<file path="src/hdl/rmq_pkg.sv">
// ----------------------------------------------------------------------------
// rmq_pkg: shared types and constants for rotation_matrix_to_quaternion
// Widths, case codes and the pipeline word that travels between stages.
// ----------------------------------------------------------------------------
package rmq_pkg;

  localparam int unsigned DataW  = 16;
  localparam int unsigned NumW   = 18;  // off-diagonal sum or difference
  localparam int unsigned RadW   = 30;  // radicand shifted left by 12
  localparam int unsigned RootW  = 15;  // main component, at most 21673
  localparam int unsigned DivW   = 30;  // |num| * 4096 plus rounding term
  localparam int unsigned QuotW  = 16;  // quotient bits below the overflow check
  localparam int unsigned SqStages  = 15;  // one result bit per stage
  localparam int unsigned DivStages = 17;  // overflow check, then one bit per stage

  localparam logic [1:0] CaseW = 2'd0;
  localparam logic [1:0] CaseX = 2'd1;
  localparam logic [1:0] CaseY = 2'd2;
  localparam logic [1:0] CaseZ = 2'd3;

  typedef struct packed {
    logic [1:0]              sel;
    logic signed [NumW-1:0]  num0;
    logic signed [NumW-1:0]  num1;
    logic signed [NumW-1:0]  num2;
  } side_t;

endpackage

</file>
<file path="src/hdl/rmq_sqrt.sv">
// ----------------------------------------------------------------------------
// rmq_sqrt: pipelined integer square root
// Restoring square root, one result bit per stage; side data rides along.
// ----------------------------------------------------------------------------
module rmq_sqrt (
  input  logic                          clk_i,
  input  logic                          en_i,
  input  logic [rmq_pkg::RadW-1:0]      rad_i,
  input  rmq_pkg::side_t                side_i,
  output logic [rmq_pkg::RootW-1:0]     root_o,
  output rmq_pkg::side_t                side_o
);
  localparam int unsigned S = rmq_pkg::SqStages;
  localparam int unsigned RemW = rmq_pkg::RootW + 2;

  logic [rmq_pkg::RadW-1:0]  rad_q  [S+1];
  logic [RemW-1:0]           rem_q  [S+1];
  logic [rmq_pkg::RootW-1:0] root_q [S+1];
  rmq_pkg::side_t            side_q [S+1];

  always_comb begin
    rad_q[0]  = rad_i;
    rem_q[0]  = '0;
    root_q[0] = '0;
    side_q[0] = side_i;
  end

  for (genvar g = 0; g < S; g++) begin : g_st
    logic [RemW-1:0] trial, cand;
    always_comb begin
      trial = {rem_q[g][RemW-3:0], rad_q[g][rmq_pkg::RadW-1 -: 2]};
      cand  = {root_q[g], 2'b01};
    end
    always_ff @(posedge clk_i) begin
      if (en_i) begin
        rad_q[g+1]  <= {rad_q[g][rmq_pkg::RadW-3:0], 2'b00};
        side_q[g+1] <= side_q[g];
        if (trial >= cand) begin
          rem_q[g+1]  <= trial - cand;
          root_q[g+1] <= {root_q[g][rmq_pkg::RootW-2:0], 1'b1};
        end else begin
          rem_q[g+1]  <= trial;
          root_q[g+1] <= {root_q[g][rmq_pkg::RootW-2:0], 1'b0};
        end
      end
    end
  end

  assign root_o = root_q[S];
  assign side_o = side_q[S];
endmodule

</file>
<file path="config.mk">
export PLATFORM = sky130hd
export DESIGN_NAME = rmq_sqrt
export DESIGN_NICKNAME = d
export VERILOG_FILES = /design/src/hdl/rmq_pkg.sv /design/src/hdl/rmq_sqrt.sv
export SDC_FILE = /design/constraint.sdc
export NUM_CORES = 1
export LEC_CHECK = 0
export BUFFER_PORTS_ARGS = -buffer_cell sky130_fd_sc_hd__buf_4
export CELL_PAD_IN_SITES_DETAIL_PLACEMENT = 1
export CELL_PAD_IN_SITES_GLOBAL_PLACEMENT = 1
export CORE_MARGIN = 10
export CORE_UTILIZATION = 40
export CTS_CLUSTER_SIZE = 30
export DETAILED_ROUTE_END_ITERATION = 7
export GPL_TIMING_DRIVEN = 0
export PLACE_DENSITY = 0.67
export SYNTH_ARGS = -nofsm -noshare
export SYNTH_HDL_FRONTEND = slang
export SYNTH_SLANG_ARGS = --single-unit
</file>
<file path="constraint.sdc">
create_clock -name clk_i -period 3.9 [get_ports clk_i]
set_input_delay 0.195 -clock clk_i [delete_from_list [all_inputs] [get_ports clk_i]]
set_output_delay 0.195 -clock clk_i [all_outputs]
set_load 0.02 [all_outputs]
</file>
# ---- Yosys cells after proc, flatten, opt, wreduce, memory -nomap -nowiden
# Index checks and enable logic that the tools add are counted.
dict set report totals {
  reg_bits 1368
  in_bits 88
  out_inout_bits 71
  wordCells 162
}
dict set report classes {
  n_addsub 14
  magnitude_cmp 15
  n_mux 29
}
# op n
set ops {}
lappend ops {{$mux W15} 13}
lappend ops {{$ge A17 B10 Y1} 1}
lappend ops {{$ge A17 B11 Y1} 1}
lappend ops {{$ge A17 B12 Y1} 1}
lappend ops {{$ge A17 B13 Y1} 1}
lappend ops {{$ge A17 B14 Y1} 1}
lappend ops {{$ge A17 B15 Y1} 1}
lappend ops {{$ge A17 B16 Y1} 1}
lappend ops {{$ge A17 B3 Y1} 1}
lappend ops {{$ge A17 B4 Y1} 1}
lappend ops {{$ge A17 B5 Y1} 1}
lappend ops {{$ge A17 B6 Y1} 1}
lappend ops {{$ge A17 B7 Y1} 1}
lappend ops {{$ge A17 B8 Y1} 1}
lappend ops {{$ge A17 B9 Y1} 1}
lappend ops {{$mux W1} 15}
lappend ops {{$sub A15 B10 Y15} 1}
lappend ops {{$sub A15 B11 Y15} 1}
lappend ops {{$sub A15 B12 Y15} 1}
lappend ops {{$sub A15 B13 Y15} 1}
lappend ops {{$sub A15 B14 Y15} 1}
lappend ops {{$sub A15 B15 Y15} 1}
lappend ops {{$sub A15 B4 Y15} 1}
lappend ops {{$sub A15 B5 Y15} 1}
lappend ops {{other kinds (8)} 8}

# ---- Depth between registers and ports, before layout
dict set report depth {
  depth_word 2
  depth_mapped 11
}

# ---- Least setup slack after synthesis
# OpenSTA, ideal clock, no wires.
dict set report synth_path {
  path_type {register -> register}
  from {register rem_q, in the netlist g_st[12].trial[2]}
  to {register rem_q, in the netlist g_st[13].trial[10], data pin}
  setup_ps 260
  arrival_time_ps 2290
  required_ps 3640
  setup_slack_ps 1350
  stages_incl_launch_ff 10
  path_buffers 2
  cell_sequence {edfxtp_1 -> ha_1 -> o21a_1 -> or4_4 -> nand3_2 -> o221ai_2 -> a41o_1 -> buf_6 -> buf_12 -> mux2_4}
}
dict set report synth_between {
  elab_chain_cells 2
  elab_cells_between_ends 3
}
# element line
set synth_lines {}
lappend synth_lines {{start: declaration} rmq_sqrt.sv:17} ;# logic [RemW-1:0] rem_q [S+1];
lappend synth_lines {{start signal: indexed assignment} rmq_sqrt.sv:39} ;# rem_q[g+1] <= trial - cand;
lappend synth_lines {{start signal: indexed assignment} rmq_sqrt.sv:42} ;# rem_q[g+1] <= trial;
lappend synth_lines {{$sub A15 B14 Y15 or $ge A17 B14 Y1 (tied branches)} {rmq_sqrt.sv:39, rmq_sqrt.sv:38}}
lappend synth_lines {{$mux W15 *} rmq_sqrt.sv:38} ;# if (trial >= cand) begin
# Mark *: on every way between the ends. The rest lies on a longest branch, timed or not.
# A chain may end at the register's enable or synchronous reset.

# ---- Final worst setup path
dict set report layout_path {
  from {input en_i}
  to {register rem_q, in the netlist g_st[7].trial[13] (enable)}
}
# element line
set layout_lines {}
lappend layout_lines {{start: declaration} rmq_sqrt.sv:7} ;# input logic en_i,
# No word-level cell between the ends.

==> results.toml <==
[clock_network]
clock_path_buffers = 3
cts_made_buffers = 142
cts_resized = 0
cts_tree = "done"
clock_sinks = 1359
clk_pin_slew_ns = 0.06
insertion_delay_ns = 0.75
postCtsSetupBuffers = 0
htreeDepth = 4
clock_tree.root_cell = "clkbuf_16"

[sta]
relSlewSlack = 0.212
rsz0062_at_grt = "no"
setup_viol = 0
worst_slew_pin_slew_ns = 1.18
drv_slew = 0
layout_min_cycle_time_ns = 3.57
period_share = 0.916
final.setup_skew_ns = 0.0260
max_freq_mhz = 280
finalSetupTns_ns = 0
hold_viol = 0

[synth]
netlist_top_cells_count = "edfxtp_1 (1359), inv_1 (171), ha_1 (131), nor2_1 (114), a21oi_1 (106)"
synth_xor_area_frac = 0.0217
synth.distinct_cells = 80
yosysMostFrequentCell = "edfxtp_1"
synth.avg_cell_area_um2 = 18.5
synth-adder-area-share = 0.0330
ys_warn_count = 0
synth_edf_count = 1359
ys.flop_type = "edfxtp_1"
yosys.area.top_type = "edfxtp_1"
synth_nets = 2901
muxShareOfSynthArea = 0.0109
synth_area_mm2 = 0.0497
synth_top_area_frac = 0.821
synth_top_family_by_area = "compound AO/OA/AOI/OAI gates"
synth-compound-area-share = 0.0460
synth-seq-cells = 1359
yosysSeqAreaShare = 0.821
async_flop_share = 0
netlist_instances = 2682
yosys.area_share.simple = 0.0427
synth_area_leaders = "edfxtp_1 (82%), ha_1 (3.3%), inv_1 (1.3%), xnor2_1 (1.3%), a21oi_1 (1.1%)"

[setup_path]
path_max_fanout = 176
crit_required_ns = 4.29
arrival_ns = 3.96
reg2reg_to = "g_st[12].trial[8]"
cp-start-kind = "input port"
path_class = "in2reg"
rrSetupSlack_ns = 0.84
r2r_start = "g_st[11].trial[2]"
reg2regPathDepth = 7
end_kind = "flip-flop"

[global_routing]
grt_max_degree = 198
antenna_found_initial = 5
overflow = 0
grt_first_pass_wirelength_um = 134000
grtUsageTotal = 0.121
grt_pass1_vias = 25300

[hold_path]
whs_endpoint = "side_q[827]"
hold_depth = 2
hold_class = "in2reg"
min_from = "side_i[43]"

[layout]
area_growth_pct = 18.0
finalNonFillerCells = 4833
fillers = 11500
diodes = 0
finalInstanceArea_mm2 = 0.0586
fin_util = 0.475
layout-drive-gt1-share = 0.158
nets = 3299

[placement]
place.gp.congestion = 0.884
placed_cell_area_mm2 = 0.0531
dp_hpwl_um = 54100
portBuffers = 158
place_inst = 4484

[route]
drtAntennaViolNets = 0
drt-initial-drc-count = 1360
post_drt_wl_per_cell_um = 17.5
via_per_inst = 4.73
wirelength_um = 84400
drcViolationCount = 0
route.vias.total = 22900
drtPass1Iterations = 5

[power_and_ir_drop]
powerDensity_mw_per_mm2 = 582
finalPower_w = 0.0341
peakVddDrop_v = 0.000503
p_leak_nw = 21.4

[floorplan]
coreArea_mm2 = 0.123
die_area_mm2 = 0.139
initial_utilization = 0.402
io_pins = 159
row_count = 129
die_h_um = 372
die_w_um = 372

[run]
max_cap_violations = 0

[status]
status = "finished, final reports clean"
==> where the power goes <==
| part | internal, W | switching, W | total, W |
|---|---|---|---|
| registers | 0.0175 | 0.000483 | 0.0180 |
| logic | 0.00132 | 0.00171 | 0.00303 |
| clock network | 0.00752 | 0.00557 | 0.0131 |
| total | 0.0263 | 0.00776 | 0.0341 |
==> worst max-delay path: stages <==
cell	delay, ns
dlygate4sd3_1	0.61
buf_16	0.49
buf_16	0.57
buf_16	0.49
buf_16	0.56
clkbuf_16	0.57
==> sequential cells by signal (all words and copies together) (netlist names) <==
register,count
side_q,784
g_st.trial,217
rad_q,182
g_st.cand,105
side_o,56
root_o,15
==> placed cells by master, fill, tap and decap left out, types with 24 or more instances in the layout <==
cell	count
clkbuf_16	146
ha_1	131
dlygate4sd3_1	88
mux2_2	24
buf_4	214
nand3_1	33
nand2_1	84
o21a_1	31
o21ai_0	81
clkinv_1	26
a21oi_1	106
inv_1	171
edfxtp_1	1359
xor2_1	50
nor3_1	33
nor2_1	114
clkbuf_1	42
a21o_1	36
clkinv_2	26
xnor2_1	73
==> stage by stage <==
step | setup WS [ns] | hold WS (ns)
after global placement | -8.93 | 0.373
after global routing | 0.0625 | 0.104
final | 0.329 | 0.154
after detailed placement | -0.0862 | 0.374
after CTS | 0.0734 | 0.0758
after floorplan | 1.35 | 0.294
==> cell families after synthesis <==
group                      after synthesis
and+or+nand+nor                        414
muxes                                   46
other                                    1
xor gates and xnor gates               123
adders and majority gates              131
DFF                                   1359
buffers and inverters                  254
AOI/OAI and AO/OA                      354
==> layer usage <==
layer  vias up  part of all wire  routed length (um)  GRT usage
met4         0             0.034                2860     0.0532
met3       188             0.040                3390     0.0304
met2       378              0.52               44000      0.216
li1      11000                 -                   -          -
met5         -                 0                   0          0
met1     11300              0.40               34100      0.136
==> area by class of cell <==
cell class | instances | area, um^2 | area share
well taps | 1637 | 2050 | 0.0349
flip-flops and latches | 1359 | 40800 | 0.696
clock inverters | 82 | 817 | 0.0139
inverters | 172 | 646 | 0.0110
repair buffers | 254 | 2300 | 0.0393
multi-input cells | 1069 | 7660 | 0.131
clock buffers | 178 | 3750 | 0.0640
plain buffers | 82 | 569 | 0.00971
==> how the worst max path moves through the flow <==
| stage | startpoint | end | slack [ns] | depth (start not counted) |
|---|---|---|---|---|
| after floorplan | g_st[12].trial[2] | g_st[13].trial[10] | 1.35 | 9 |
| final | en_i | g_st[7].trial[13] | 0.33 | 6 |
| after global placement | en_i | side_q[264] | -8.93 | 1 |
| after global routing | en_i | g_st[7].trial[14] | 0.06 | 6 |
| after detailed placement | en_i | side_q[264] | -0.09 | 5 |
| after CTS | en_i | side_q[433] | 0.07 | 6 |
==> repair_timing <==
action / CTS / global route
endpoints found under the hold margin: 88 / 0
hold buffers: 88 / 0
endpoints found under the setup margin: 0 / 184
Note: power is estimated with default switching activity, not from simulation.
