$ cat config.mk
export PLATFORM = sky130hd
export DESIGN_NAME = rmq_front
export DESIGN_NICKNAME = d
export VERILOG_FILES = /design/src/hdl/rmq_pkg.sv /design/src/hdl/rmq_front.sv
export SDC_FILE = /design/constraint.sdc
export NUM_CORES = 1
export LEC_CHECK = 0
export ABC_CLOCK_PERIOD_IN_PS = 9150
export BUFFER_PORTS_ARGS = -buffer_cell sky130_fd_sc_hd__buf_2
export CAP_MARGIN = 20
export CELL_PAD_IN_SITES_DETAIL_PLACEMENT = 1
export CELL_PAD_IN_SITES_GLOBAL_PLACEMENT = 2
export CORE_MARGIN = 3
export CORE_UTILIZATION = 35
export DETAILED_ROUTE_END_ITERATION = 10
export HOLD_SLACK_MARGIN = 0.06
export PLACE_DENSITY_LB_ADDON = 0.1
export SLEW_MARGIN = 5
export SYNTH_ARGS = -nofsm -noshare
export SYNTH_HDL_FRONTEND = slang
export SYNTH_SLANG_ARGS = --single-unit
$ cat constraint.sdc
create_clock -name clk_i -period 9.15 [get_ports clk_i]
set_input_delay 0.4575 -clock clk_i [delete_from_list [all_inputs] [get_ports clk_i]]
set_output_delay 0.4575 -clock clk_i [all_outputs]
set_load 0.02 [all_outputs]
$ cat src/hdl/rmq_pkg.sv
// ----------------------------------------------------------------------------
// rmq_pkg: shared types and constants for rotation_matrix_to_quaternion
// Widths, case codes and the pipeline word that travels between stages.
// ----------------------------------------------------------------------------
package rmq_pkg;

  localparam int unsigned DataW  = 16;
  localparam int unsigned NumW   = 18;  // off-diagonal sum or difference
  localparam int unsigned RadW   = 30;  // radicand shifted left by 12
  localparam int unsigned RootW  = 15;  // main component, at most 21673
  localparam int unsigned DivW   = 30;  // |num| * 4096 plus rounding term
  localparam int unsigned QuotW  = 16;  // quotient bits below the overflow check
  localparam int unsigned SqStages  = 15;  // one result bit per stage
  localparam int unsigned DivStages = 17;  // overflow check, then one bit per stage

  localparam logic [1:0] CaseW = 2'd0;
  localparam logic [1:0] CaseX = 2'd1;
  localparam logic [1:0] CaseY = 2'd2;
  localparam logic [1:0] CaseZ = 2'd3;

  typedef struct packed {
    logic [1:0]              sel;
    logic signed [NumW-1:0]  num0;
    logic signed [NumW-1:0]  num1;
    logic signed [NumW-1:0]  num2;
  } side_t;

endpackage

$ cat src/hdl/rmq_front.sv
// ----------------------------------------------------------------------------
// rmq_front: case selection stage
// Forms trace and diagonal differences, picks the case, builds the radicand
// and the three numerators.
// ----------------------------------------------------------------------------
module rmq_front (
  input  logic                              clk_i,
  input  logic                              en_i,
  input  logic signed [rmq_pkg::DataW-1:0]  r11_i, r12_i, r13_i,
  input  logic signed [rmq_pkg::DataW-1:0]  r21_i, r22_i, r23_i,
  input  logic signed [rmq_pkg::DataW-1:0]  r31_i, r32_i, r33_i,
  output logic [rmq_pkg::RadW-1:0]          rad_o,
  output rmq_pkg::side_t                    side_o
);
  logic signed [17:0] tr, d1, d2, d3, val, rad;
  logic signed [rmq_pkg::NumW-1:0] a, b, c, sx, sy, sz, px, py, pz;
  rmq_pkg::side_t side_d;

  always_comb begin
    tr = 18'(r11_i) + 18'(r22_i) + 18'(r33_i);
    d1 = 18'(r11_i) - 18'(r22_i) - 18'(r33_i);
    d2 = -18'(r11_i) + 18'(r22_i) - 18'(r33_i);
    d3 = -18'(r11_i) - 18'(r22_i) + 18'(r33_i);
    a  = 18'(r32_i) - 18'(r23_i);
    b  = 18'(r13_i) - 18'(r31_i);
    c  = 18'(r21_i) - 18'(r12_i);
    sx = 18'(r21_i) + 18'(r12_i);
    sy = 18'(r31_i) + 18'(r13_i);
    sz = 18'(r32_i) + 18'(r23_i);
    px = sx; py = sy; pz = sz;
    if (tr > 0) begin
      side_d = '{sel: rmq_pkg::CaseW, num0: a, num1: b, num2: c};
      val = tr;
    end else if (d1 > d2 && d1 > d3) begin
      side_d = '{sel: rmq_pkg::CaseX, num0: a, num1: px, num2: py};
      val = d1;
    end else if (d2 > d1 && d2 > d3) begin
      side_d = '{sel: rmq_pkg::CaseY, num0: b, num1: px, num2: pz};
      val = d2;
    end else begin
      side_d = '{sel: rmq_pkg::CaseZ, num0: c, num1: py, num2: pz};
      val = d3;
    end
    rad = 18'sd16384 + val;
  end

  always_ff @(posedge clk_i) begin
    if (en_i) begin
      rad_o  <= (rad > 0) ? {rad[17:0], 12'd0} : '0;
      side_o <= side_d;
    end
  end
endmodule

== Word-level counts from Yosys, hierarchy flattened ==
Index checks and enable logic that the tools add are counted.
Word-level totals
  bits in registers: 86
Cells by class
  add/subtract/negate cells: 16
  $lt $le $gt $ge: 6
  muxes and demuxes: 6
  reduce and logical (&&, ||, !) cells: 3
Operator list (number)
  $mux 55: 2
  $gt 18x18->1: 4
  $add 16x16->17: 4
  $sub 16x16->17: 4
  $mux 18: 3
  $mux 54: 1
  $add 18x16->18: 2
  $gt 18x1->1 const B: 2
  $sub 18x16->18: 2
  $add 16x18->18 const A: 1
  $add 17x16->18: 1
  $neg 16->18: 1
  $sub 17x16->18: 1
  $logic_and 1x1->1: 2
  $reduce_or 2->1: 1

== Longest topological paths before layout ==
  depth after elaboration: 10
  depth in mapped cells: 37
  mapped depth without buffers: 35

== Least setup slack after synthesis ==
OpenSTA, ideal clock, no wires.
  kind: input to register
  start: input port r11_i[4] in the netlist's numbering
  end: register rad_o[27] in the netlist's numbering, data pin
  setup time: 0.269 ns
  arrival: 7.332 ns
  slack: 1.549 ns
  cell stages on the path: 30
  buffers on the path: 2
  cells stage by stage: or4_4 > nor3_1 > nand2b_1 > nor4_1 > xnor2_1 > fa_1 > ha_1 > a211o_1 > a21oi_1 > nor2_1 > o211ai_1 > mux2_2 > a2111oi_0 > ha_1 > and3_1 > nand4_1 > o211ai_1 > a31o_2 > nand2_1 > clkbuf_1 > buf_1 > nand3_1 > and2_1 > ha_1 > inv_1 > a211oi_1 > a211oi_1 > o2111ai_1 > nor4_1 > nor3b_1
Between the ends
  longest elaborated chain between the ends: 10
RTL lines
  start: declaration: RTL line rmq_front.sv:9  | input logic signed [rmq_pkg::DataW-1:0] r11_i, r12_i, r13_i,
  $neg 16->18: RTL line rmq_front.sv:22, rmq_front.sv:23
  $add 18x16->18 or $sub 18x16->18 (tied branches): RTL line rmq_front.sv:22, rmq_front.sv:23
  $sub 18x16->18 or $add 18x16->18 (tied branches): RTL line rmq_front.sv:22, rmq_front.sv:23
  $gt 18x18->1: RTL line rmq_front.sv:37  | end else if (d2 > d1 && d2 > d3) begin
  $logic_and 1x1->1: RTL line rmq_front.sv:37
  $mux 18: RTL line rmq_front.sv:37
  $mux 18: RTL line rmq_front.sv:34  | end else if (d1 > d2 && d1 > d3) begin
  $mux 18 *: RTL line rmq_front.sv:31  | if (tr > 0) begin
  $add 16x18->18 *: RTL line rmq_front.sv:44  | rad = 18'sd16384 + val;
  $gt 18x1->1: RTL line rmq_front.sv:49  | rad_o <= (rad > 0) ? {rad[17:0], 12'd0} : '0;
  end signal: assignment: RTL line rmq_front.sv:49
  end: declaration: RTL line rmq_front.sv:12  | output logic [rmq_pkg::RadW-1:0] rad_o,
Mark *: on every way between the ends. The rest lies on a longest branch, timed or not.
A chain may end at the register's enable or synchronous reset.

== Final worst setup path ==
Ends and elaborated chain as after synthesis.

==> out/metrics.yaml <==
num_antenna_cells: 0
dieArea_um2: 43400
max_freq_mhz: 118
synth_edf_count: 71
worstPathArrival_ns: 8.58
worst_pin_slew_ns: 1.02
mostFrequentLayoutCells: "ha_1, buf_2, inv_1"
drive_gt1_share_pct: 15.4
crit_slowest_cell: "or4_4"
tritoncts: "built"
finalPower_uw: 4170
cp_common_cell: "ha_1"
synth_area_per_cell_um2: 8.33
cp-end-kind: "register"
status: "complete, no violations"
cp-start-kind: "input port"
vias: 13200
fill_cells: 4841
grt_usage_pct: 23.3
yosysWarnings: 0
synth_top_cell_by_area: "ha_1"
netlist_area_um2: 14300
grt_pass1_wl_mm: 80.1
postCtsHoldBufs: 0
place_congestion: 0.899
slowest_delay_ns: 0.60
dr.first_iter.drc_count: 665
grt_pass1_vias: 13900
worstPathRequired_ns: 9.23
async_reset_ff_share_pct: 0
p_per_area_nw_per_um2: 257
drt_wl_total_mm: 51.2
worstHoldPathType: "in -> reg"
die_y_um: 208
tns_ns: 0
maxCapViolCount: 0
synthToLayoutAreaGrowth_pct: 13.4
peakVddDrop_mv: 0.136
ys.flop_type: "edfxtp_1"
critPathMaxFanout: 9
hold_viol: 0
cts_sinks: 71
ys_types: 86
slew_viol_final: 0
hp-start: "r23_i[0]"
row_count: 73
drc: 0
clockBufferDepth: 2
viasPerCell: 5.40
start_util_pct: 35.7
cts_buffers: 9
clk_pin_slew_ns: 0.06
fin_util_pct: 40.5
cts_max_level: 3
ant_nets: 0
rsz0062_at_grt: "false"
placeableCoreArea_um2: 40100
antenna_found_initial: 2
synth_top_cell_area_share_pct: 19.1
ys_ff_latch: 71
die_w_um: 208
fin_nets: 2354
hold_end: "side_o[36]"
io-pin-count: 232
period_needed_ns: 8.50
power.static_leakage_uw: 0.00750
period_share_pct: 92.9
cts_setup_buffers: 0
synth_seq_area_share_pct: 14.9
place_hpwl_mm: 43.6
root_buffer: "clkbuf_16"
synthCells: 1718
slew_headroom_pct: 31.9
hold-path-cell-count: 3
dr.pass1.iters: 5
critPathKind: "in -> reg"
grt_max_degree: 72
finalSetupViolCount: 0
yosys-top-cells-area: "ha_1, edfxtp_1, fa_1"
gr-total-overflow: 0
cts_resized: 0
io_buffers: 219
final_common_cell: "ha_1"
avgRoutedWirePerCell_um: 20.9
-- cell type report --
type / instances / area (um^2) / area share [%]
flip-flops and latches: 71 / 2130 / 13.1
well taps: 525 / 657 / 4.05
clock buffers: 9 / 225 / 1.39
multi-input cells: 1416 / 11300 / 69.4
repair buffers: 233 / 1200 / 7.41
inverters: 185 / 694 / 4.28
clock inverters: 7 / 50.0 / 0.308
-- logic make-up (layout without fill, tap and decap cells) --
group,after synthesis,count (layout),synth area share (%)
AND/OR/NAND/NOR,459,459,15.9
other,1,13,0.0262
flip-flops,71,71,14.9
multiplexers,25,25,1.80
buffers and inverters,243,434,6.92
XOR/XNOR,130,130,8.28
AO/OA/AOI/OAI,497,497,22.8
adder cells (fa/ha/maj),292,292,29.3
-- synth_stat cells (all sizes together), types with 4 or more instances --
| master | n |
|---|---|
| ha | 219 |
| inv | 185 |
| nor2 | 137 |
| a21oi | 136 |
| o21ai | 107 |
| nand2 | 102 |
| xnor2 | 87 |
| fa | 73 |
| edfxtp | 71 |
| a21o | 41 |
| xor2 | 41 |
| nor3 | 40 |
| nand3 | 34 |
| buf | 29 |
| clkbuf | 29 |
| nor2b | 27 |
| a211oi | 24 |
| o21bai | 21 |
| a31oi | 19 |
| mux2i | 19 |
| o21a | 19 |
| and2 | 16 |
| or3 | 16 |
| and3 | 15 |
| nand2b | 15 |
| o211ai | 15 |
| a211o | 12 |
| a21boi | 12 |
| nand4 | 12 |
| a221oi | 11 |
| nor4 | 11 |
| a2111oi | 10 |
| o31ai | 10 |
| nor3b | 9 |
| o41ai | 9 |
| a31o | 6 |
| mux2 | 6 |
| or2 | 6 |
| and4 | 5 |
| or4 | 5 |
| o211a | 4 |
| or3b | 4 |
-- how the worst max path moves through the flow --
stage / slack [ns] / from / cells after the start / endpoint
CTS: 0.54 / r11_i[4] / 31 / rad_o[27]
floorplan: 1.55 / r11_i[4] / 30 / rad_o[27]
global placement: 0.70 / r11_i[4] / 31 / rad_o[27]
global route: 0.11 / r11_i[4] / 31 / rad_o[27]
detailed placement: 0.16 / r11_i[4] / 31 / rad_o[27]
finish: 0.65 / r11_i[4] / 30 / rad_o[27]
-- metrics by stage --
stage                     instances  setup slack [ns]  instance area (um^2)  hold WS (ns)
after floorplan                1730              1.55                 14400         0.570
after global placement         2430             0.704                 15900         0.901
after global routing           2446             0.107                 16200         0.598
after detailed placement       2430             0.160                 15900         0.903
final                          2446             0.650                 16200         0.594
after CTS                      2446             0.541                 16200         0.578
-- critical path, delay by kind of cell --
| kind | cells | cell delay, ns |
|---|---|---|
| and+or+nand+nor | 12 | 3.53 |
| AOI/OAI and AO/OA | 11 | 2.71 |
| adders and majority gates | 4 | 1.37 |
| buffers and inverters | 2 | 0.26 |
| xor gates and xnor gates | 1 | 0.24 |
-- layer usage --
| layer | vias to the layer above | GRT usage [%] | part of all wire, % |
|---|---|---|---|
| li1 | 6465 | - | - |
| met1 | 6396 | 33.0 | 48 |
| met2 | 297 | 38.0 | 45 |
| met3 | 37 | 4.13 | 5.0 |
| met4 | 2 | 3.32 | 1.3 |
| met5 | - | 0 | 0.025 |
-- flip-flops by register name, summed over array words and instances (netlist names) --
| name | count |
|---|---|
| side_o | 53 |
| rad_o | 18 |
-- power breakdown --
group          internal, uW  leakage, uW  switching [uW]  total (uW)
sequential              557     0.000694            62.7         619
clock                   184     0.000127             158         342
combinational          1140      0.00668            2070        3210
Note: power is estimated with default switching activity, not from simulation.
