## config.mk

```make
export PLATFORM = sky130hd
export DESIGN_NAME = rmq_div
export DESIGN_NICKNAME = d
export VERILOG_FILES = /design/src/hdl/rmq_pkg.sv /design/src/hdl/rmq_div.sv
export SDC_FILE = /design/constraint.sdc
export NUM_CORES = 1
export LEC_CHECK = 0
export BUFFER_PORTS_ARGS = -buffer_cell sky130_fd_sc_hd__buf_2
export CAP_MARGIN = 10
export CORE_UTILIZATION = 35
export CTS_BUF_LIST = sky130_fd_sc_hd__clkbuf_4 sky130_fd_sc_hd__clkbuf_8
export DETAILED_ROUTE_END_ITERATION = 10
export GPL_TIMING_DRIVEN = 1
export MAX_ROUTING_LAYER = met4
export PLACE_DENSITY_LB_ADDON = 0.2
export REMOVE_ABC_BUFFERS = 1
export SLEW_MARGIN = 25
export SYNTH_ARGS = -nofsm -noshare
export SYNTH_HDL_FRONTEND = slang
export SYNTH_SLANG_ARGS = --single-unit
```

## constraint.sdc

```tcl
create_clock -name clk_i -period 9.1 [get_ports clk_i]
set_input_delay 0.91 -clock clk_i [delete_from_list [all_inputs] [get_ports clk_i]]
set_output_delay 0.91 -clock clk_i [all_outputs]
set_load 0.02 [all_outputs]
```

## src/hdl/rmq_pkg.sv

```systemverilog
// ----------------------------------------------------------------------------
// rmq_pkg: shared types and constants for rotation_matrix_to_quaternion
// Widths, case codes and the pipeline word that travels between stages.
// ----------------------------------------------------------------------------
package rmq_pkg;

  localparam int unsigned DataW  = 16;
  localparam int unsigned NumW   = 18;  // off-diagonal sum or difference
  localparam int unsigned RadW   = 30;  // radicand shifted left by 12
  localparam int unsigned RootW  = 15;  // main component, at most 21673
  localparam int unsigned DivW   = 30;  // |num| * 4096 plus rounding term
  localparam int unsigned QuotW  = 16;  // quotient bits below the overflow check
  localparam int unsigned SqStages  = 15;  // one result bit per stage
  localparam int unsigned DivStages = 17;  // overflow check, then one bit per stage

  localparam logic [1:0] CaseW = 2'd0;
  localparam logic [1:0] CaseX = 2'd1;
  localparam logic [1:0] CaseY = 2'd2;
  localparam logic [1:0] CaseZ = 2'd3;

  typedef struct packed {
    logic [1:0]              sel;
    logic signed [NumW-1:0]  num0;
    logic signed [NumW-1:0]  num1;
    logic signed [NumW-1:0]  num2;
  } side_t;

endpackage

```

## src/hdl/rmq_div.sv

```systemverilog
// ----------------------------------------------------------------------------
// rmq_div: pipelined rounding divider
// Computes round(num * 4096 / m) with halves away from zero, clamped and
// saturated to 16 bits, one quotient bit per stage.
// ----------------------------------------------------------------------------
module rmq_div (
  input  logic                                clk_i,
  input  logic                                en_i,
  input  logic signed [rmq_pkg::NumW-1:0]     num_i,
  input  logic [rmq_pkg::RootW-1:0]           den_i,
  output logic signed [rmq_pkg::DataW-1:0]    quot_o
);
  localparam int unsigned S = rmq_pkg::DivStages;
  localparam int unsigned RW = rmq_pkg::RootW + 1;

  logic [rmq_pkg::DivW-1:0]  dvd_q [S+1];
  logic [RW-1:0]             rem_q [S+1];
  logic [rmq_pkg::RootW-1:0] den_q [S+1];
  logic                      neg_q [S+1];
  logic                      nz_q  [S+1];
  logic                      ovf_q [S+1];
  logic [rmq_pkg::DivW-1:0]  mag;
  logic [rmq_pkg::QuotW-1:0] q;
  logic signed [rmq_pkg::QuotW+1:0] sq;

  always_comb begin
    mag = rmq_pkg::DivW'(num_i[rmq_pkg::NumW-1] ? -num_i : num_i);
    dvd_q[0] = (mag << 12) + rmq_pkg::DivW'(den_i >> 1);
    den_q[0] = den_i;
    neg_q[0] = num_i[rmq_pkg::NumW-1];
    nz_q[0]  = (num_i != '0);
  end

  // A dividend at or above m * 2^16 can only saturate, so the first stage
  // flags it and preloads the remainder with the top 14 dividend bits.
  for (genvar g = 0; g < S; g++) begin : g_st
    logic [RW:0] den_x;
    always_comb den_x = {2'b00, den_q[g]};
    always_ff @(posedge clk_i) begin
      if (en_i) begin
        den_q[g+1] <= den_q[g];
        neg_q[g+1] <= neg_q[g];
        nz_q[g+1]  <= nz_q[g];
      end
    end
    if (g == 0) begin : g_top
      logic [RW:0] trial;
      always_comb trial = {3'd0, dvd_q[g][rmq_pkg::DivW-1 -: 14]};
      always_ff @(posedge clk_i) begin
        if (en_i) begin
          ovf_q[g+1] <= (trial >= den_x);
          rem_q[g+1] <= RW'(trial);
          dvd_q[g+1] <= {dvd_q[g][rmq_pkg::DivW-15:0], 14'd0};
        end
      end
    end else begin : g_bit
      logic [RW:0] trial;
      always_comb trial = {rem_q[g], dvd_q[g][rmq_pkg::DivW-1]};
      always_ff @(posedge clk_i) begin
        if (en_i) begin
          ovf_q[g+1] <= ovf_q[g];
          if (trial >= den_x) begin
            rem_q[g+1] <= RW'(trial - den_x);
            dvd_q[g+1] <= {dvd_q[g][rmq_pkg::DivW-2:0], 1'b1};
          end else begin
            rem_q[g+1] <= RW'(trial);
            dvd_q[g+1] <= {dvd_q[g][rmq_pkg::DivW-2:0], 1'b0};
          end
        end
      end
    end
  end

  always_comb begin
    q  = dvd_q[S][rmq_pkg::QuotW-1:0];
    sq = neg_q[S] ? -$signed({2'b00, q}) : $signed({2'b00, q});
    if (den_q[S] == '0) begin
      quot_o = !nz_q[S] ? '0 : (neg_q[S] ? 16'sh8000 : 16'sh7fff);
    end else if (ovf_q[S]) begin
      quot_o = neg_q[S] ? 16'sh8000 : 16'sh7fff;
    end else if (sq > 32767) begin
      quot_o = 16'sh7fff;
    end else if (sq < -32768) begin
      quot_o = 16'sh8000;
    end else begin
      quot_o = rmq_pkg::DataW'(sq);
    end
  end
endmodule

```

**After elaboration in Yosys (flattened, before gate mapping)**

Memory sizes are Yosys's and may differ from the RTL's.
Cells that the tools add are included.

- Add/sub/neg operators: 19
- Multipliers: 0
- Div/mod/pow operators: 0
- Order comparisons: 19
- Eq/ne operators: 0
- Shifts and indexed selects: 0
- Multiplexer cells: 138
- Bitwise logic cells: 16
- Reductions and logical operators: 2

Operator list:

| kind | count |
|---|---|
| $mux 16 | 22 |
| $ge 17x15->1 | 16 |
| $sub 16x15->16 | 16 |
| $mux 1 | 114 |
| $mux 18 | 2 |
| $add 30x14->30 | 1 |
| $gt 18x16->1 const B | 1 |
| $lt 18x16->1 const B | 1 |
| $neg 16->18 | 1 |
| $neg 18->18 | 1 |
| $reduce_bool 18->1 | 1 |
| $or 1x1->1 | 16 |
| $ge 14x15->1 | 1 |
| $logic_not 15->1 | 1 |

- Register bits after elaboration: 771
- Latch bits: 0
- Bits in writable memories: 306
- Bits in read-only memories: 0
- Output and inout bits: 16
- Memories kept: 2

Memories:

| memory | words | bits a word | read ports | clocked after memory_dff | write ports | RTL line | text |
|---|---|---|---|---|---|---|---|
| rem_q | 18 | 16 | 16 | 0 | 17 | rmq_div.sv:17 | `logic [RW-1:0] rem_q [S+1];` |
| ovf_q | 18 | 1 | 17 | 0 | 17 | rmq_div.sv:21 | `logic ovf_q [S+1];` |

**Depth between registers and ports, before layout**

- Depth after elaboration: 7
- Mapped depth: 19
- Gate-level depth less buffers: 19

**Least setup slack after synthesis**

No wires, ideal clock.

- Path type: input to register
- From: input num_i[17] in the netlist's numbering
- To: memory ovf_q[1][0] (netlist: ovf_q[0][1]) (data pin)
- Arrival time: 3.917 ns
- Slack: 4.917 ns
- Stages: 15
- Buffers on the path: 2
- Cells stage by stage: buf_4 > clkbuf_1 > o21ai_0 > fa_1 > or3b_2 > a211oi_2 > o221ai_1 > a32oi_1 > xnor2_1 > ha_1 > a21o_1 > a21oi_1 > a21oi_1 > o221ai_1 > a211oi_1

RTL lines:

| what | RTL line | text |
|---|---|---|
| from (decl) | rmq_div.sv:9 | `input logic signed [rmq_pkg::NumW-1:0] num_i,` |
| to (decl) | rmq_div.sv:21 |  |

**Final worst setup path**

- From: register dvd_q[5] in the netlist's numbering
- To: output quot_o[5] in the netlist's numbering

- Cells in the longest elaborated chain, start to end: 7
- Elaborated cells between the ends (all ways): 8

RTL lines:

| what | RTL line | text |
|---|---|---|
| from (decl) | rmq_div.sv:16 | `logic [rmq_pkg::DivW-1:0] dvd_q [S+1];` |
| from (signal, indexed assignment) | rmq_div.sv:64 | `dvd_q[g+1] <= {dvd_q[g][rmq_pkg::DivW-2:0], 1'b1};` |
| from (signal, indexed assignment) | rmq_div.sv:67 | `dvd_q[g+1] <= {dvd_q[g][rmq_pkg::DivW-2:0], 1'b0};` |
| $neg 16->18 | rmq_div.sv:76 | `sq = neg_q[S] ? -$signed({2'b00, q}) : $signed({2'b00, q});` |
| $mux 18 (*) | rmq_div.sv:76 |  |
| $lt 18x16->1 | rmq_div.sv:83 | `end else if (sq < -32768) begin` |
| $mux 16 | rmq_div.sv:83 |  |
| $mux 16 (*) | rmq_div.sv:81 | `end else if (sq > 32767) begin` |
| $mux 16 (*) | rmq_div.sv:79 | `end else if (ovf_q[S]) begin` |
| $mux 16 (*) | rmq_div.sv:77 | `if (den_q[S] == '0) begin` |
| to (decl) | rmq_div.sv:11 | `output logic signed [rmq_pkg::DataW-1:0] quot_o` |

Mark *: on every way between the ends. The rest lies on a longest branch, timed or not.

==> impl_metrics.env <==
export IMPL_grt_max_degree=124
export IMPL_grt_util_all_layers=0.145
export IMPL_fin_tns_setup_ps=0
export IMPL_drive_gt1_frac=0.115
export IMPL_fin_nets=3536
export IMPL_internal_power_mw=7.98
export IMPL_clkTransAtPathRegs_ps=60
export IMPL_cts_resized=0
export IMPL_synth_cell_area_um2=37200
export IMPL_drtIter0Drc=1413
export IMPL_ys_ff_latch=706
export IMPL_area_growth_synth_to_final_pct=11.2
export IMPL_clock_sinks=706
export IMPL_overflow=0
export IMPL_slowest_delay_ps=570
export IMPL_worstPathMaxFanout=14
export IMPL_synth_edff_count=706
export IMPL_vias_per_cell=4.96
export IMPL_netSwitchingPower_mw=4.00
export IMPL_synthTopCellsByArea="edfxtp_1, ha_1, inv_1"
export IMPL_ant_nets=0
export IMPL_dpl_hpwl_mm=55.2
export IMPL_cp_required_ps=8190
export IMPL_crit_slowest_cell="a21oi_1"
export IMPL_timing_rr_start="rem_q[0][233]"
export IMPL_vias=23300
export IMPL_rsz0062_at_grt="no"
export IMPL_post_cts_setup_buffers=0
export IMPL_die_h_um=328
export IMPL_ir_drop_mv=0.125
export IMPL_rr_endpoint="rem_q[0][253]"
export IMPL_critPathCaptureType="primary output"
export IMPL_synth_top_area_share=0.570
export IMPL_placed_area_um2=39100
export IMPL_synth_flop_cell="edfxtp_1"
export IMPL_whs_path_depth=1
export IMPL_reg2regPathDepth=8
export IMPL_powerDensity_nw_per_um2=289
export IMPL_dr_pass1_iters=7
export IMPL_crit_family="simple AND/OR/NAND/NOR gates"
export IMPL_worst_path_buf_inv=1
export IMPL_drv_cap=0
export IMPL_design_portCount=51
export IMPL_fin_worst_skew_ps=34.4
export IMPL_cts_buffer_depth=3
export IMPL_timing_slew_headroom=0.353
export IMPL_combPwrFrac=0.355
export IMPL_min_delay_start="den_i[1]"
export IMPL_pwr_share_seq=0.411
export IMPL_cp_arrival_ps=3460
export IMPL_portBuffers=50
export IMPL_hp_class="in2reg"
export IMPL_reg2reg_slack_ps=5420
export IMPL_async_flop_share=0
export IMPL_design_area_um2=41400
export IMPL_leakagePower_nw=16.0
export IMPL_yosysSeqAreaShare=0.570
export IMPL_status="finished, final reports clean"
export IMPL_syn_inst=3116
export IMPL_worstPathCellList="nor4_1 > nand3_1 > or2_2 > o21ai_0 > nor3_1 > a21oi_1 > o21ai_0 > buf_2"
export IMPL_grt_pass1_wl_mm=121
export IMPL_worst_slew_pin_slew_ps=971
export IMPL_routed_wl_mm=76.1
export IMPL_min_to="den_q[241]"
export IMPL_routedWlPerCell_um=16.2
export IMPL_hold_buffers=0
export IMPL_setup_viol=0
export IMPL_clk_latency_ps=750
export IMPL_critPathKind="reg2out"
export IMPL_htreeDepth=3
export IMPL_grt_pass1_vias=22700
export IMPL_drv_slew=0
export IMPL_start_util=0.353
export IMPL_period_needed_ps=4370
export IMPL_crit_path_start_kind="flop"
export IMPL_cts_buffers=118
export IMPL_rows=119
export IMPL_synth_top_area_cell="edfxtp_1"
export IMPL_drc=0
export IMPL_cpMostUsedCell="o21ai_0"
export IMPL_tritoncts="yes"
export IMPL_swShare=0.334
export IMPL_clockPowerShare=0.234
export IMPL_gp_congestion=0.846
export IMPL_cts_root_buffer="clkbuf_8"
export IMPL_antenna_found_initial=1
export IMPL_ys_warn_count=0
export IMPL_final_hold_viol_count=0
export IMPL_synth_area_per_cell_um2=11.9
export IMPL_die_area_um2=108000
export IMPL_core_um2=105000
export IMPL_period_share=0.480
export IMPL_dieWidth_um=328
export IMPL_synth_distinct_cells=76
export IMPL_fmax_mhz=229
==> area by class of cell <==
type	count	area (um2)
fill	10000	63900
sequential	706	21200
multi-input combinational	2010	14500
clock buffer	150	1870
tap	1391	1740
inverter	326	1220
clock inverter	60	462
timing repair buffer	65	398
antenna	1	2.50
==> stage by stage <==
stage,power [mW],hold slack [ps],cells,setup WS [ps],util
after CTS,12.1,251,4708,4660,0.393
after floorplan,8.14,400,3042,5020,-
final,12.0,351,4709,4730,0.393
after detailed placement,9.24,405,4498,4550,0.371
after global placement,9.22,401,4498,4520,0.371
after global routing,12.9,265,4709,4410,0.393
==> logic make-up after synthesis <==
group / Yosys count / share of synthesized area
AOI/OAI and AO/OA: 695 / 0.121
and+or+nand+nor: 750 / 0.0980
DFF: 706 / 0.570
muxes: 110 / 0.0323
adders and majority gates: 274 / 0.0954
xor gates and xnor gates: 181 / 0.0426
buffers and inverters: 400 / 0.0413
==> how the worst max path moves through the flow <==
stage	slack, ps	start	to	cells after the start
detailed placement	4550	num_i[0]	ovf_q[0][1]	20
global placement	4520	num_i[1]	ovf_q[0][1]	15
CTS	4660	dvd_q[5]	quot_o[13]	8
global route	4410	dvd_q[5]	quot_o[14]	8
finish	4730	dvd_q[5]	quot_o[5]	8
floorplan	5020	num_i[1]	ovf_q[0][1]	14
==> power by group through the flow <==
| stage | clock network (mW) | logic, mW | registers [mW] |
|---|---|---|---|
| floorplan | 0 | 3.34 | 4.80 |
| global placement | 0 | 4.21 | 5.01 |
| detailed placement | 0 | 4.23 | 5.01 |
| CTS | 2.93 | 4.26 | 4.95 |
| global route | 3.06 | 4.81 | 4.99 |
| finish | 2.81 | 4.25 | 4.92 |
==> flip-flops by register name, summed over array words and instances (netlist names) <==
signal	flops
den_q	255
neg_q	17
nz_q	17
ovf_q	17
dvd_q	146
rem_q	254
==> synthesized netlist by cell type, types with 6 or more instances <==
cell type / n
a21o_1: 40
and3_1: 14
a211oi_1: 27
nor2b_1: 45
o31ai_1: 44
xor2_1: 85
a2111o_1: 6
nand4_1: 43
ha_1: 258
nor3_1: 71
nor4_1: 12
o31a_1: 8
nand3_1: 39
fa_1: 16
a221oi_1: 9
or2_2: 22
a31oi_1: 31
clkbuf_1: 57
o2111ai_1: 6
a2111oi_0: 13
or4_1: 8
a21boi_0: 8
o21ai_0: 177
inv_1: 326
xnor2_1: 96
mux2i_1: 29
o311a_1: 7
edfxtp_1: 706
nand2b_1: 22
o211ai_1: 10
a21oi_1: 158
nor2_1: 189
mux2_2: 81
and2_1: 22
buf_2: 14
o311ai_0: 12
o22ai_1: 21
or3_1: 9
a32oi_1: 8
o21a_1: 67
nand2_1: 214
a31o_2: 7
or3b_2: 12
==> metal layers <==
layer / vias up / part of all wire / global-route usage
li1: 11800 / - / -
met1: 11000 / 0.46 / 0.184
met2: 367 / 0.48 / 0.234
met3: 166 / 0.035 / 0.0234
met4: 0 / 0.029 / 0.0473
met5: - / 0 / -
==> cells in the final DEF, fill, tap and decap left out, types with 40 or more instances in the layout <==
cell type / n
nor2b_1: 45
inv_1: 326
o21a_1: 67
clkbuf_8: 119
o31ai_1: 43
a21oi_1: 158
nor2_1: 189
ha_1: 258
a21o_1: 40
buf_2: 49
mux2_2: 81
edfxtp_1: 706
xor2_1: 85
nand2_1: 214
nand4_1: 43
o21ai_0: 177
xnor2_1: 96
nor3_1: 71
Note: power is estimated with default switching activity, not from simulation.
